$ cat src/rtl/lpir_pkg.sv
// Shared types and constants of the length-prefixed image receiver.
package lpir_pkg;

  // Field widths of the channels
  localparam int unsigned OpW     = 2;
  localparam int unsigned ByteW   = 8;
  localparam int unsigned StatW   = 3;
  localparam int unsigned LenW    = 32;
  localparam int unsigned CfgIdxW = 3;
  localparam int unsigned CfgDatW = 24;

  typedef enum logic [OpW-1:0] {
    OP_START = 2'd0,
    OP_BYTE  = 2'd1,
    OP_TICK  = 2'd2
  } op_e;

  typedef enum logic [StatW-1:0] {
    ST_OK           = 3'd0,
    ST_LEN_TIMEOUT  = 3'd1,
    ST_BAD_LENGTH   = 3'd2,
    ST_IDLE_TIMEOUT = 3'd3,
    ST_BAD_MARKERS  = 3'd4,
    ST_TRL_REJECT   = 3'd5,
    ST_TRL_ACCEPT   = 3'd6
  } status_e;

  typedef enum logic [1:0] {
    PH_IDLE,
    PH_LEN,
    PH_PAYLOAD,
    PH_TRAILER
  } phase_e;

  typedef enum logic [CfgIdxW-1:0] {
    REG_MAX_LENGTH      = 3'd0,
    REG_IDLE_TIMEOUT    = 3'd1,
    REG_TRAILER_WAIT    = 3'd2,
    REG_REQUIRE_MARKERS = 3'd3,
    REG_REQUIRE_TRAILER = 3'd4
  } reg_idx_e;

  typedef enum logic {
    KIND_PAYLOAD = 1'b0,
    KIND_STATUS  = 1'b1
  } kind_e;

  // One result item as held in the output queue
  typedef struct packed {
    kind_e             kind;
    logic [ByteW-1:0]  payload_byte;
    logic              payload_last;
    status_e           status_code;
    logic [LenW-1:0]   frame_length;
  } res_t;

  localparam logic [15:0] SoiMarker   = 16'hFFD8;
  localparam logic [15:0] EoiMarker   = 16'hFFD9;
  localparam logic [47:0] TrailerWord = 48'h444F4E450D0A;

  localparam logic [23:0] MaxLengthRst    = 24'd65536;
  localparam logic [15:0] IdleTimeoutRst  = 16'd15000;
  localparam logic [15:0] TrailerWaitRst  = 16'd2000;

endpackage

$ cat src/rtl/lpir_if.sv
// Channel interfaces: request input, result output and register write port.
interface lpir_in_if import lpir_pkg::*; ();
  logic               valid;
  logic               ready;
  logic [OpW-1:0]     operation;
  logic [ByteW-1:0]   rx_byte;

  modport source (output valid, operation, rx_byte, input ready);
  modport sink   (input valid, operation, rx_byte, output ready);
endinterface

interface lpir_out_if import lpir_pkg::*; ();
  logic               valid;
  logic               ready;
  logic               kind;
  logic [ByteW-1:0]   payload_byte;
  logic               payload_last;
  logic [StatW-1:0]   status_code;
  logic [LenW-1:0]    frame_length;

  modport source (output valid, kind, payload_byte, payload_last, status_code, frame_length,
                  input ready);
  modport sink   (input valid, kind, payload_byte, payload_last, status_code, frame_length,
                  output ready);
endinterface

interface lpir_cfg_if import lpir_pkg::*; ();
  logic               valid;
  logic               ready;
  logic [CfgIdxW-1:0] index;
  logic [CfgDatW-1:0] data;

  modport source (output valid, index, data, input ready);
  modport sink   (input valid, index, data, output ready);
endinterface

$ cat src/rtl/length_prefixed_image_receiver.sv
// Length-prefixed image receiver: takes one request per cycle while ready (start,
// byte or millisecond tick) and updates the session state in the same cycle it is
// accepted. Results leave through a 4-entry output queue, one per cycle while the
// output is ready; a request gives at most two results (the final payload byte
// followed by a bad-marker status). The input is ready whenever the queue has two
// free slots, so with the output side taking every cycle the block sustains one
// request per clock. Register writes are always accepted and act at once.
module length_prefixed_image_receiver import lpir_pkg::*; #(
  parameter int unsigned COUNT_BITS = 24,
  parameter int unsigned TIMER_BITS = 17
) (
  input  logic        clk_i,
  input  logic        rst_ni,
  lpir_in_if.sink     in_i,
  lpir_out_if.source  out_o,
  lpir_cfg_if.sink    cfg_i
);

  localparam int unsigned QDepth = 4;
  localparam int unsigned PtrW   = $clog2(QDepth);
  localparam int unsigned CntW   = $clog2(QDepth + 1);
  localparam int unsigned CmpW   = (TIMER_BITS > 16) ? TIMER_BITS : 16;
  localparam logic [32:0] CountMax = (33'd1 << COUNT_BITS) - 33'd1;

  // Configuration registers
  logic [23:0] max_length_q;
  logic [15:0] idle_timeout_q;
  logic [15:0] trailer_wait_q;
  logic        require_markers_q;
  logic        require_trailer_q;

  // Session state
  phase_e                phase_q, phase_d;
  logic [LenW-1:0]       len_q, len_d;
  logic [1:0]            len_cnt_q, len_cnt_d;
  logic [COUNT_BITS-1:0] rcv_q, rcv_d;
  logic [TIMER_BITS-1:0] ms_q, ms_d;
  logic [15:0]           head_q, head_d;
  logic [15:0]           tail_q, tail_d;
  logic [47:0]           trl_q, trl_d;

  // Output queue
  res_t            queue_q [QDepth];
  logic [PtrW-1:0] wr_ptr_q, rd_ptr_q;
  logic [CntW-1:0] cnt_q;

  logic       in_acc, out_acc;
  logic [1:0] push_n;
  res_t       res0, res1;

  logic [TIMER_BITS-1:0] ms_inc;
  logic [LenW-1:0]       len_lim;
  logic                  markers_ok;

  assign in_i.ready  = (cnt_q <= CntW'(QDepth - 2));
  assign in_acc      = in_i.valid && in_i.ready;
  assign out_acc     = out_o.valid && out_o.ready;
  assign cfg_i.ready = 1'b1;

  assign ms_inc  = (ms_q == '1) ? ms_q : ms_q + 1'b1;
  assign len_lim = (33'(max_length_q) < CountMax) ? LenW'(max_length_q) : LenW'(CountMax);

  always_comb begin
    phase_d    = phase_q;
    len_d      = len_q;
    len_cnt_d  = len_cnt_q;
    rcv_d      = rcv_q;
    ms_d       = ms_q;
    head_d     = head_q;
    tail_d     = tail_q;
    trl_d      = trl_q;
    push_n     = 2'd0;
    markers_ok = 1'b0;
    res0       = '{kind: KIND_STATUS, payload_byte: '0, payload_last: 1'b0,
                   status_code: ST_OK, frame_length: len_q};
    res1       = res0;

    if (in_acc) begin
      case (op_e'(in_i.operation))
        OP_START: begin
          phase_d   = PH_LEN;
          len_d     = '0;
          len_cnt_d = '0;
          rcv_d     = '0;
          ms_d      = '0;
          head_d    = '0;
          tail_d    = '0;
          trl_d     = '0;
        end
        OP_TICK: begin
          if (phase_q != PH_IDLE) begin
            ms_d = ms_inc;
            if (phase_q == PH_LEN && CmpW'(ms_inc) > CmpW'(idle_timeout_q)) begin
              push_n            = 2'd1;
              res0.status_code  = ST_LEN_TIMEOUT;
            end else if (phase_q == PH_PAYLOAD && CmpW'(ms_inc) > CmpW'(idle_timeout_q)) begin
              push_n            = 2'd1;
              res0.status_code  = ST_IDLE_TIMEOUT;
            end else if (phase_q == PH_TRAILER && CmpW'(ms_inc) >= CmpW'(trailer_wait_q)) begin
              push_n            = 2'd1;
              res0.status_code  = require_trailer_q ? ST_TRL_REJECT : ST_TRL_ACCEPT;
            end
          end
        end
        OP_BYTE: begin
          case (phase_q)
            PH_LEN: begin
              case (len_cnt_q)
                2'd0:    len_d = len_q | {24'd0, in_i.rx_byte};
                2'd1:    len_d = len_q | {16'd0, in_i.rx_byte, 8'd0};
                2'd2:    len_d = len_q | {8'd0, in_i.rx_byte, 16'd0};
                default: len_d = len_q | {in_i.rx_byte, 24'd0};
              endcase
              res0.frame_length = len_d;
              if (len_cnt_q != 2'd3) begin
                len_cnt_d = len_cnt_q + 2'd1;
              end else begin
                len_cnt_d = '0;
                if (len_d == '0 || len_d > len_lim) begin
                  push_n           = 2'd1;
                  res0.status_code = ST_BAD_LENGTH;
                end else begin
                  phase_d = PH_PAYLOAD;
                  rcv_d   = '0;
                  ms_d    = '0;
                end
              end
            end
            PH_PAYLOAD: begin
              if (rcv_q < COUNT_BITS'(2)) head_d = {head_q[7:0], in_i.rx_byte};
              tail_d = {tail_q[7:0], in_i.rx_byte};
              rcv_d  = rcv_q + 1'b1;
              ms_d   = '0;
              push_n = 2'd1;
              res0   = '{kind: KIND_PAYLOAD, payload_byte: in_i.rx_byte,
                         payload_last: (LenW'(rcv_d) == len_q),
                         status_code: ST_OK, frame_length: '0};
              markers_ok = (len_q >= LenW'(2)) && (head_d == SoiMarker) && (tail_d == EoiMarker);
              if (res0.payload_last) begin
                if (require_markers_q && !markers_ok) begin
                  push_n           = 2'd2;
                  res1.status_code = ST_BAD_MARKERS;
                end else begin
                  phase_d = PH_TRAILER;
                  trl_d   = '0;
                end
              end
            end
            PH_TRAILER: begin
              trl_d = {trl_q[39:0], in_i.rx_byte};
              if (trl_d == TrailerWord) begin
                push_n           = 2'd1;
                res0.status_code = ST_OK;
              end
            end
            default: ;
          endcase
        end
        default: ;
      endcase

      // Any status closes the session
      if ((push_n == 2'd1 && res0.kind == KIND_STATUS) || push_n == 2'd2) begin
        phase_d   = PH_IDLE;
        len_cnt_d = '0;
        rcv_d     = '0;
        ms_d      = '0;
      end
    end
  end

  always_ff @(posedge clk_i or negedge rst_ni) begin
    if (!rst_ni) begin
      max_length_q      <= MaxLengthRst;
      idle_timeout_q    <= IdleTimeoutRst;
      trailer_wait_q    <= TrailerWaitRst;
      require_markers_q <= 1'b1;
      require_trailer_q <= 1'b1;
    end else if (cfg_i.valid) begin
      case (reg_idx_e'(cfg_i.index))
        REG_MAX_LENGTH:      max_length_q      <= cfg_i.data;
        REG_IDLE_TIMEOUT:    idle_timeout_q    <= cfg_i.data[15:0];
        REG_TRAILER_WAIT:    trailer_wait_q    <= cfg_i.data[15:0];
        REG_REQUIRE_MARKERS: require_markers_q <= cfg_i.data[0];
        REG_REQUIRE_TRAILER: require_trailer_q <= cfg_i.data[0];
        default: ;
      endcase
    end
  end

  always_ff @(posedge clk_i or negedge rst_ni) begin
    if (!rst_ni) begin
      phase_q   <= PH_IDLE;
      len_q     <= '0;
      len_cnt_q <= '0;
      rcv_q     <= '0;
      ms_q      <= '0;
      head_q    <= '0;
      tail_q    <= '0;
      trl_q     <= '0;
    end else begin
      phase_q   <= phase_d;
      len_q     <= len_d;
      len_cnt_q <= len_cnt_d;
      rcv_q     <= rcv_d;
      ms_q      <= ms_d;
      head_q    <= head_d;
      tail_q    <= tail_d;
      trl_q     <= trl_d;
    end
  end

  // Queue storage
  always_ff @(posedge clk_i) begin
    if (push_n != 2'd0) queue_q[wr_ptr_q] <= res0;
    if (push_n == 2'd2) queue_q[wr_ptr_q + 1'b1] <= res1;
  end

  always_ff @(posedge clk_i or negedge rst_ni) begin
    if (!rst_ni) begin
      wr_ptr_q <= '0;
      rd_ptr_q <= '0;
      cnt_q    <= '0;
    end else begin
      wr_ptr_q <= wr_ptr_q + PtrW'(push_n);
      if (out_acc) rd_ptr_q <= rd_ptr_q + 1'b1;
      cnt_q <= cnt_q + CntW'(push_n) - CntW'(out_acc);
    end
  end

  assign out_o.valid        = (cnt_q != '0);
  assign out_o.kind         = queue_q[rd_ptr_q].kind;
  assign out_o.payload_byte = queue_q[rd_ptr_q].payload_byte;
  assign out_o.payload_last = queue_q[rd_ptr_q].payload_last;
  assign out_o.status_code  = queue_q[rd_ptr_q].status_code;
  assign out_o.frame_length = queue_q[rd_ptr_q].frame_length;

  // A status result leaves the receiver idle
  a_status_idles: assert property (@(posedge clk_i) disable iff (!rst_ni)
    (push_n != 2'd0 && (res0.kind == KIND_STATUS || push_n == 2'd2)) |=> phase_q == PH_IDLE)
    else $error("session not closed after status");

  // Two results only for a final payload byte followed by a status
  a_pair_shape: assert property (@(posedge clk_i) disable iff (!rst_ni)
    push_n == 2'd2 |-> (res0.kind == KIND_PAYLOAD && res0.payload_last &&
                        res1.kind == KIND_STATUS))
    else $error("malformed result pair");

  // Queue never overflows
  a_no_overflow: assert property (@(posedge clk_i) disable iff (!rst_ni)
    cnt_q <= CntW'(QDepth))
    else $error("output queue overflow");

  // Payload phase always has a nonzero, in-range length
  a_len_valid: assert property (@(posedge clk_i) disable iff (!rst_ni)
    phase_q == PH_PAYLOAD |-> (len_q != '0 && 33'(len_q) <= CountMax))
    else $error("payload phase with invalid length");

endmodule
$ cat src/flat_wrapper.sv
// flat-port wrapper written by rule: the top's interface ports become plain ports
module length_prefixed_image_receiver_flat import lpir_pkg::*;
#(
  parameter int unsigned COUNT_BITS = 24,
  parameter int unsigned TIMER_BITS = 17
)
  (clk_i, rst_ni, in_i_valid, in_i_operation, in_i_rx_byte, in_i_ready, out_o_valid, out_o_kind, out_o_payload_byte, out_o_payload_last, out_o_status_code, out_o_frame_length, out_o_ready, cfg_i_valid, cfg_i_index, cfg_i_data, cfg_i_ready);
  lpir_in_if in_i_i ();
  lpir_out_if out_o_i ();
  lpir_cfg_if cfg_i_i ();
  input  logic clk_i;
  input  logic rst_ni;
  input wire logic [$bits(in_i_i.valid)-1:0] in_i_valid;
  input wire logic [$bits(in_i_i.operation)-1:0] in_i_operation;
  input wire logic [$bits(in_i_i.rx_byte)-1:0] in_i_rx_byte;
  output wire logic [$bits(in_i_i.ready)-1:0] in_i_ready;
  output wire logic [$bits(out_o_i.valid)-1:0] out_o_valid;
  output wire logic [$bits(out_o_i.kind)-1:0] out_o_kind;
  output wire logic [$bits(out_o_i.payload_byte)-1:0] out_o_payload_byte;
  output wire logic [$bits(out_o_i.payload_last)-1:0] out_o_payload_last;
  output wire logic [$bits(out_o_i.status_code)-1:0] out_o_status_code;
  output wire logic [$bits(out_o_i.frame_length)-1:0] out_o_frame_length;
  input wire logic [$bits(out_o_i.ready)-1:0] out_o_ready;
  input wire logic [$bits(cfg_i_i.valid)-1:0] cfg_i_valid;
  input wire logic [$bits(cfg_i_i.index)-1:0] cfg_i_index;
  input wire logic [$bits(cfg_i_i.data)-1:0] cfg_i_data;
  output wire logic [$bits(cfg_i_i.ready)-1:0] cfg_i_ready;
  assign in_i_i.valid = in_i_valid;
  assign in_i_i.operation = in_i_operation;
  assign in_i_i.rx_byte = in_i_rx_byte;
  assign in_i_ready = in_i_i.ready;
  assign out_o_valid = out_o_i.valid;
  assign out_o_kind = out_o_i.kind;
  assign out_o_payload_byte = out_o_i.payload_byte;
  assign out_o_payload_last = out_o_i.payload_last;
  assign out_o_status_code = out_o_i.status_code;
  assign out_o_frame_length = out_o_i.frame_length;
  assign out_o_i.ready = out_o_ready;
  assign cfg_i_i.valid = cfg_i_valid;
  assign cfg_i_i.index = cfg_i_index;
  assign cfg_i_i.data = cfg_i_data;
  assign cfg_i_ready = cfg_i_i.ready;
  length_prefixed_image_receiver #(.COUNT_BITS(COUNT_BITS), .TIMER_BITS(TIMER_BITS)) u_core (.clk_i(clk_i), .rst_ni(rst_ni), .in_i(in_i_i), .out_o(out_o_i), .cfg_i(cfg_i_i));
endmodule
$ cat config.mk
export PLATFORM = sky130hd
export DESIGN_NAME = length_prefixed_image_receiver_flat
export DESIGN_NICKNAME = d
export VERILOG_FILES = /design/src/rtl/lpir_pkg.sv /design/src/rtl/lpir_if.sv /design/src/rtl/length_prefixed_image_receiver.sv /design/src/flat_wrapper.sv
export SDC_FILE = /design/constraint.sdc
export NUM_CORES = 1
export LEC_CHECK = 0
export ABC_CLOCK_PERIOD_IN_PS = 7800
export BUFFER_PORTS_ARGS = -buffer_cell sky130_fd_sc_hd__buf_4
export CAP_MARGIN = 20
export CELL_PAD_IN_SITES_DETAIL_PLACEMENT = 0
export CELL_PAD_IN_SITES_GLOBAL_PLACEMENT = 2
export CORE_UTILIZATION = 42
export DETAILED_ROUTE_END_ITERATION = 10
export MAX_ROUTING_LAYER = met4
export PLACE_DENSITY = 0.85
export SLEW_MARGIN = 20
export SYNTH_ARGS = -nofsm -noshare
export SYNTH_HDL_FRONTEND = slang
export SYNTH_SLANG_ARGS = --single-unit
$ cat constraint.sdc
create_clock -name clk_i -period 7.8 [get_ports clk_i]
set_clock_uncertainty 0.15 [all_clocks]
set_input_delay 1.56 -clock clk_i [delete_from_list [all_inputs] [get_ports clk_i]]
set_output_delay 1.56 -clock clk_i [all_outputs]
set_load 0.01 [all_outputs]
Word-level counts from Yosys, hierarchy flattened
Memory sizes are Yosys's and may differ from the RTL's.
Index checks and enable logic that the tools add are counted.
W data, S select, Z words.
{ "word_totals": {"input_bits": 42, "output_inout_bits": 48, "register_bits": 206, "n_memories": 1, "mem_bits_rw": 180, "elab_cells": 181} }
{ "op_classes": {"n_addsub": 8, "n_bitwise": 4, "magnitude_cmp": 7, "eq_ne": 32, "mux": 79, "n_reduce_logical": 34} }
{ "mem_list": {"columns": ["memory", "depth", "width", "rd", "rd_clocked_by_memory_dff", "wr", "line", "text"], "rows": [
  ["u_core.queue_q", 4, 45, 1, 0, 2, "length_prefixed_image_receiver.sv:43", "res_t queue_q [QDepth];"]
]} }
{ "ops": {"columns": ["operator", "count"], "rows": [
  ["$mux W32", 5],
  ["$pmux W40 S2", 2],
  ["$pmux W32 S2", 2],
  ["$mux W24", 4],
  ["$pmux W24 S2", 2],
  ["$pmux W32 S3", 1],
  ["$mux W17", 5],
  ["$mux W16", 5],
  ["$mux W40", 2],
  ["$pmux W17 S3", 1],
  ["$eq A48 B47 Y1 const B", 1],
  ["$mux W45", 1],
  ["$mux W2", 19],
  ["$pmux W17 S2", 1],
  ["$eq A16 B16 Y1 const B", 2],
  ["$eq A24 B32 Y1", 1],
  ["$ge A32 B2 Y1 const B", 1],
  ["$gt A32 B32 Y1", 1],
  ["$logic_not A32 Y1", 1],
  ["$or A32 B16 Y32", 1],
  ["$or A32 B24 Y32", 1],
  ["$or A32 B32 Y32", 1],
  ["$or A32 B8 Y32", 1],
  ["$pmux W16 S2", 1],
  ["44 further kinds", 102]
]} }

Longest topological paths before layout
{ "logic_depth": {"depth_word": 20, "depth_mapped": 22, "mapped_depth_nobuf": 22} }

Least setup slack after synthesis
OpenSTA, ideal clock, no wires.
{ "synth_timing": {"path_kind": "flip-flop to flip-flop", "startpoint": "register u_core.ms_q[0]", "endpoint": "memory u_core.queue_q[3][0] (netlist bit), enable pin", "path_stages_with_launch": 20, "setup_ps": 469, "t_required_ps": 7181, "n_path_buf": 1, "setup_slack_ps": 753, "synth_period_minus_slack_ps": 7047, "t_arrival_ps": 6428, "path_cell_list": "dfrtp_1 -> ha_1 -> nand3_1 -> nor3_1 -> nand4_1 -> nand4_1 -> nor3_1 -> nand3_1 -> or2_2 -> xnor2_1 -> ha_1 -> nand4_1 -> or4_1 -> o211ai_1 -> a21oi_1 -> o22ai_1 -> a21o_1 -> nand4_2 -> clkbuf_1 -> o21ai_0"} }
{ "synth_rtl": {"columns": ["item", "line", "text"], "rows": [
  ["start: declaration", "length_prefixed_image_receiver.sv:37", "logic [TIMER_BITS-1:0] ms_q, ms_d;"],
  ["start signal: assignment", "length_prefixed_image_receiver.sv:206", "ms_q <= ms_d;"],
  ["end: declaration", "length_prefixed_image_receiver.sv:43", null]
]} }

==> impl_metrics.yaml <==
logic_synthesis:
  syn_area_per_cell_sq_um: 10.39
  synth-main-ff-cell: "dfrtp_1"
  synth_edf_count: 132
  ys_seq_area_frac: 0.4690
  syn-num-nets: 2190
  synth_cell_type_count: 86
  synth.ff_latch_count: 386
  yosys_warnings: 0
  ys_async_sr_fraction: 0.5337
  netlist_instances: 2073
  synth_area_sq_mm: 0.02153
die:
  row_count: 82
  die_h_um: 228.4
  die_area_sq_mm: 0.05218
  die_x_um: 228.4
  io-pin-count: 90
  core_area_sq_mm: 0.05038
  start_util: 0.4275
global_routing:
  busiest_layer: "met2"
  grt_overflow_total: 0
  grt.total_usage: 0.2450
  use_met3: 0.03805
  grt_pass1_wl_um: 97810
  grt_max_degree: 121
  first_global_vias: 16435
  met1_usage: 0.3377
  global_route.usage.met2: 0.3724
  antenna_found_initial: 3
power_and_ir_drop:
  cellPowerDensity_mw_per_mm2: 310.0
  report.power.total_uw: 7468
  ir_worst_vdd_mv: 0.2094
  p_leak_uw: 0.009544
sta:
  fmax_mhz: 148.0
  rsz0062_at_grt: "no"
  max_slew_margin: 0.2791
  final.min_clock_period_ns: 6.757
  drv_slew: 0
  finalSetupViolCount: 0
  worst_slew_pin_slew_ns: 1.080
  final.period_utilization: 0.8663
  setup_tns_ns: 0
  hold_violations: 0
critical_path:
  endpoint_kind: "register"
  reg2reg_depth: 18
  critPathLaunchType: "register"
  path_class: "register to register"
  cpLargestDelayFamily: "simple AND/OR/NAND/NOR gates"
  cp.depth: 18
  path_buf_inv: 2
  cp_slowest_cell: "or2_2"
  required_ns: 7.85
  path_cells: "ha_1 > nand3_1 > nor3_1 > nand4_1 > nand4_1 > nor3_1 > xnor2_1 > ha_1 > a22o_1 > o41ai_1 > a21boi_0 > o21ai_0 > a21o_1 > nand4_2 > buf_4 > nor3_4 > buf_4 > or2_2"
  arrival_ns: 6.80
  max_stage_delay_ns: 0.79
  path_max_fanout: 50
layout:
  fin_nets: 2180
  layout-drive-gt1-share: 0.1569
  area_delta_synth_final_pct: 11.88
  fillers: 4647
clock_network:
  cts_hold_buf: 0
  cts_setup_buffers: 0
  cts_inserted_buffers: 43
  cts_tree: "built"
  clkSinkCount: 386
  cts_htree_levels: 2
  clock_path_buffers: 3
  clk_latency_ns: 0.58
  clockRootBuffer: "clkbuf_16"
  postCtsResizedCells: 0
  path_clk_slew_ns: 0.06
detailed_routing:
  num_vias: 16692
  drt-initial-drc-count: 1352
  detail_route.wl_per_cell_um: 22.53
  drc: 0
  drtAntennaViolNets: 0
  routed_wl_um: 62440
  firstDrtPassIters: 5
  avgViaCountPerCell: 6.024
flow_run:
  cap_violations: 0
status:
  status: "finished, final reports clean"
place:
  dp_hpwl_um: 42310
  place_congestion: 0.8736
  port_buffers: 88
worst_hold_path:
  hold_class: "register to register"
  min_path_cells: 2
final timing paths:
check | from | to | slack, ns
setup / recovery | u_core.ms_q[0] | u_core.queue_q[0][27] | 1.04
hold / removal | u_core.queue_q[2][35] | u_core.queue_q[2][35] | 0.32
setup reg to reg | u_core.ms_q[0] | u_core.queue_q[0][27] | 1.04
hold reg to reg | u_core.queue_q[2][35] | u_core.queue_q[2][35] | 0.32
max in group asynchronous | rst_ni | u_core.ms_q[8] | 5.21
min in group asynchronous | rst_ni | u_core.trl_q[30] | 0.77
layout make-up:
class / count / area (sq um) / share of cell area
multi-input cells: 1363 / 10180 / 0.4228
flip-flops and latches: 386 / 10100 / 0.4193
clock buffers: 60 / 1261 / 0.05235
repair buffers: 128 / 987.2 / 0.04098
well taps: 672 / 840.8 / 0.03490
inverters: 141 / 529.3 / 0.02197
clock inverters: 19 / 180.2 / 0.007479
diodes: 2 / 5.005 / 0.0002077
cells in the final DEF (no fill, tap or decap), types with 26 or more instances in the layout:
master,synthesis,final
dfrtp_1,190,188
nor3_1,27,27
clkbuf_16,0,44
edfxtp_1,132,132
nor2_1,92,92
nand3b_1,26,26
ha_1,74,70
mux2_2,34,34
inv_1,140,140
nand4_1,71,71
a22o_1,28,28
o2bb2ai_1,95,95
o31ai_1,74,73
o221ai_1,28,28
a21oi_1,40,40
xnor2_1,40,40
nand3_1,42,42
o21ai_0,100,98
and3_1,69,69
mux4_2,45,45
mux2i_1,49,49
nand2_1,189,189
dfxtp_1,48,48
buf_4,6,126
tightest hold or removal path, stage by stage, from the launching register on:
cell and delay (ns):
dfxtp_1 0.32, inv_1 0.05, a211oi_1 0.05
registers in the layout, summed over array words and instances, names as in the netlist, 17 cells and up:
signal / flops
u_core.ms_q: 17
u_core.rcv_q: 24
u_core.trl_q: 40
u_core.len_q: 32
u_core.max_length_q: 24
u_core.queue_q: 180
metrics by stage:
stage / setup slack [ns] / cells / hold WS (ns) / util / cell area (sq um)
3_5_place_dp: 1.159 / 2689 / 0.3110 / 0.4486 / 22600
3_3_place_gp: 1.257 / 2689 / 0.2974 / 0.4486 / 22600
2_1_floorplan: 0.7528 / 2073 / 0.2806 / - / 21530
4_1_cts: 1.118 / 2768 / 0.3226 / 0.4772 / 24040
6_report: 1.043 / 2771 / 0.3244 / 0.4782 / 24090
5_1_grt: 0.5893 / 2771 / 0.3464 / 0.4782 / 24090
routing by layer:
metal  part of all wire  wire (um)  up-vias
met5                  0          0        -
met2               0.46      28550      541
met3              0.061       3789       92
li1                   -          -     7724
met4              0.026       1653        0
met1               0.46      28440     8335
cell families (layout without fill, tap and decap cells):
group,Yosys count,in the layout,synth area share
muxes,128,128,0.08762
AOI/OAI and AO/OA,491,491,0.1661
buffers and inverters,324,348,0.06060
and+or+nand+nor,616,616,0.1514
other,1,3,0.0001742
adders and majority gates,75,75,0.04393
DFF,386,386,0.4690
xor gates and xnor gates,52,52,0.02115
report_power, final:
| part | internal, uW | switching [uW] | leakage, uW | total, uW |
|---|---|---|---|---|
| Clock | 1200 | 863 | 0.000705 | 2060 |
| Sequential | 2380 | 378 | 0.00413 | 2750 |
| Combinational | 1060 | 1590 | 0.00471 | 2650 |
cell usage after synthesis, types with 26 or more instances:
| master | n | area share |
|---|---|---|
| a21oi_1 | 40 | 0.0093 |
| buf_2 | 37 | 0.0086 |
| nor3_1 | 27 | 0.0063 |
| mux2i_1 | 49 | 0.023 |
| dfrtp_1 | 190 | 0.22 |
| o2bb2ai_1 | 95 | 0.039 |
| and3_1 | 69 | 0.020 |
| ha_1 | 74 | 0.043 |
| o31ai_1 | 74 | 0.026 |
| nand3_1 | 42 | 0.0098 |
| nand2_1 | 189 | 0.033 |
| a22o_1 | 28 | 0.011 |
| nand3b_1 | 26 | 0.0091 |
| dfxtp_1 | 48 | 0.045 |
| nor2_1 | 92 | 0.016 |
| xnor2_1 | 40 | 0.016 |
| mux4_2 | 45 | 0.047 |
| mux2_2 | 34 | 0.018 |
| inv_1 | 140 | 0.024 |
| nand4_1 | 71 | 0.021 |
| o21ai_0 | 100 | 0.023 |
| o221ai_1 | 28 | 0.011 |
| edfxtp_1 | 132 | 0.18 |
| clkbuf_1 | 124 | 0.022 |
Power figures use the tool's default switching activity.
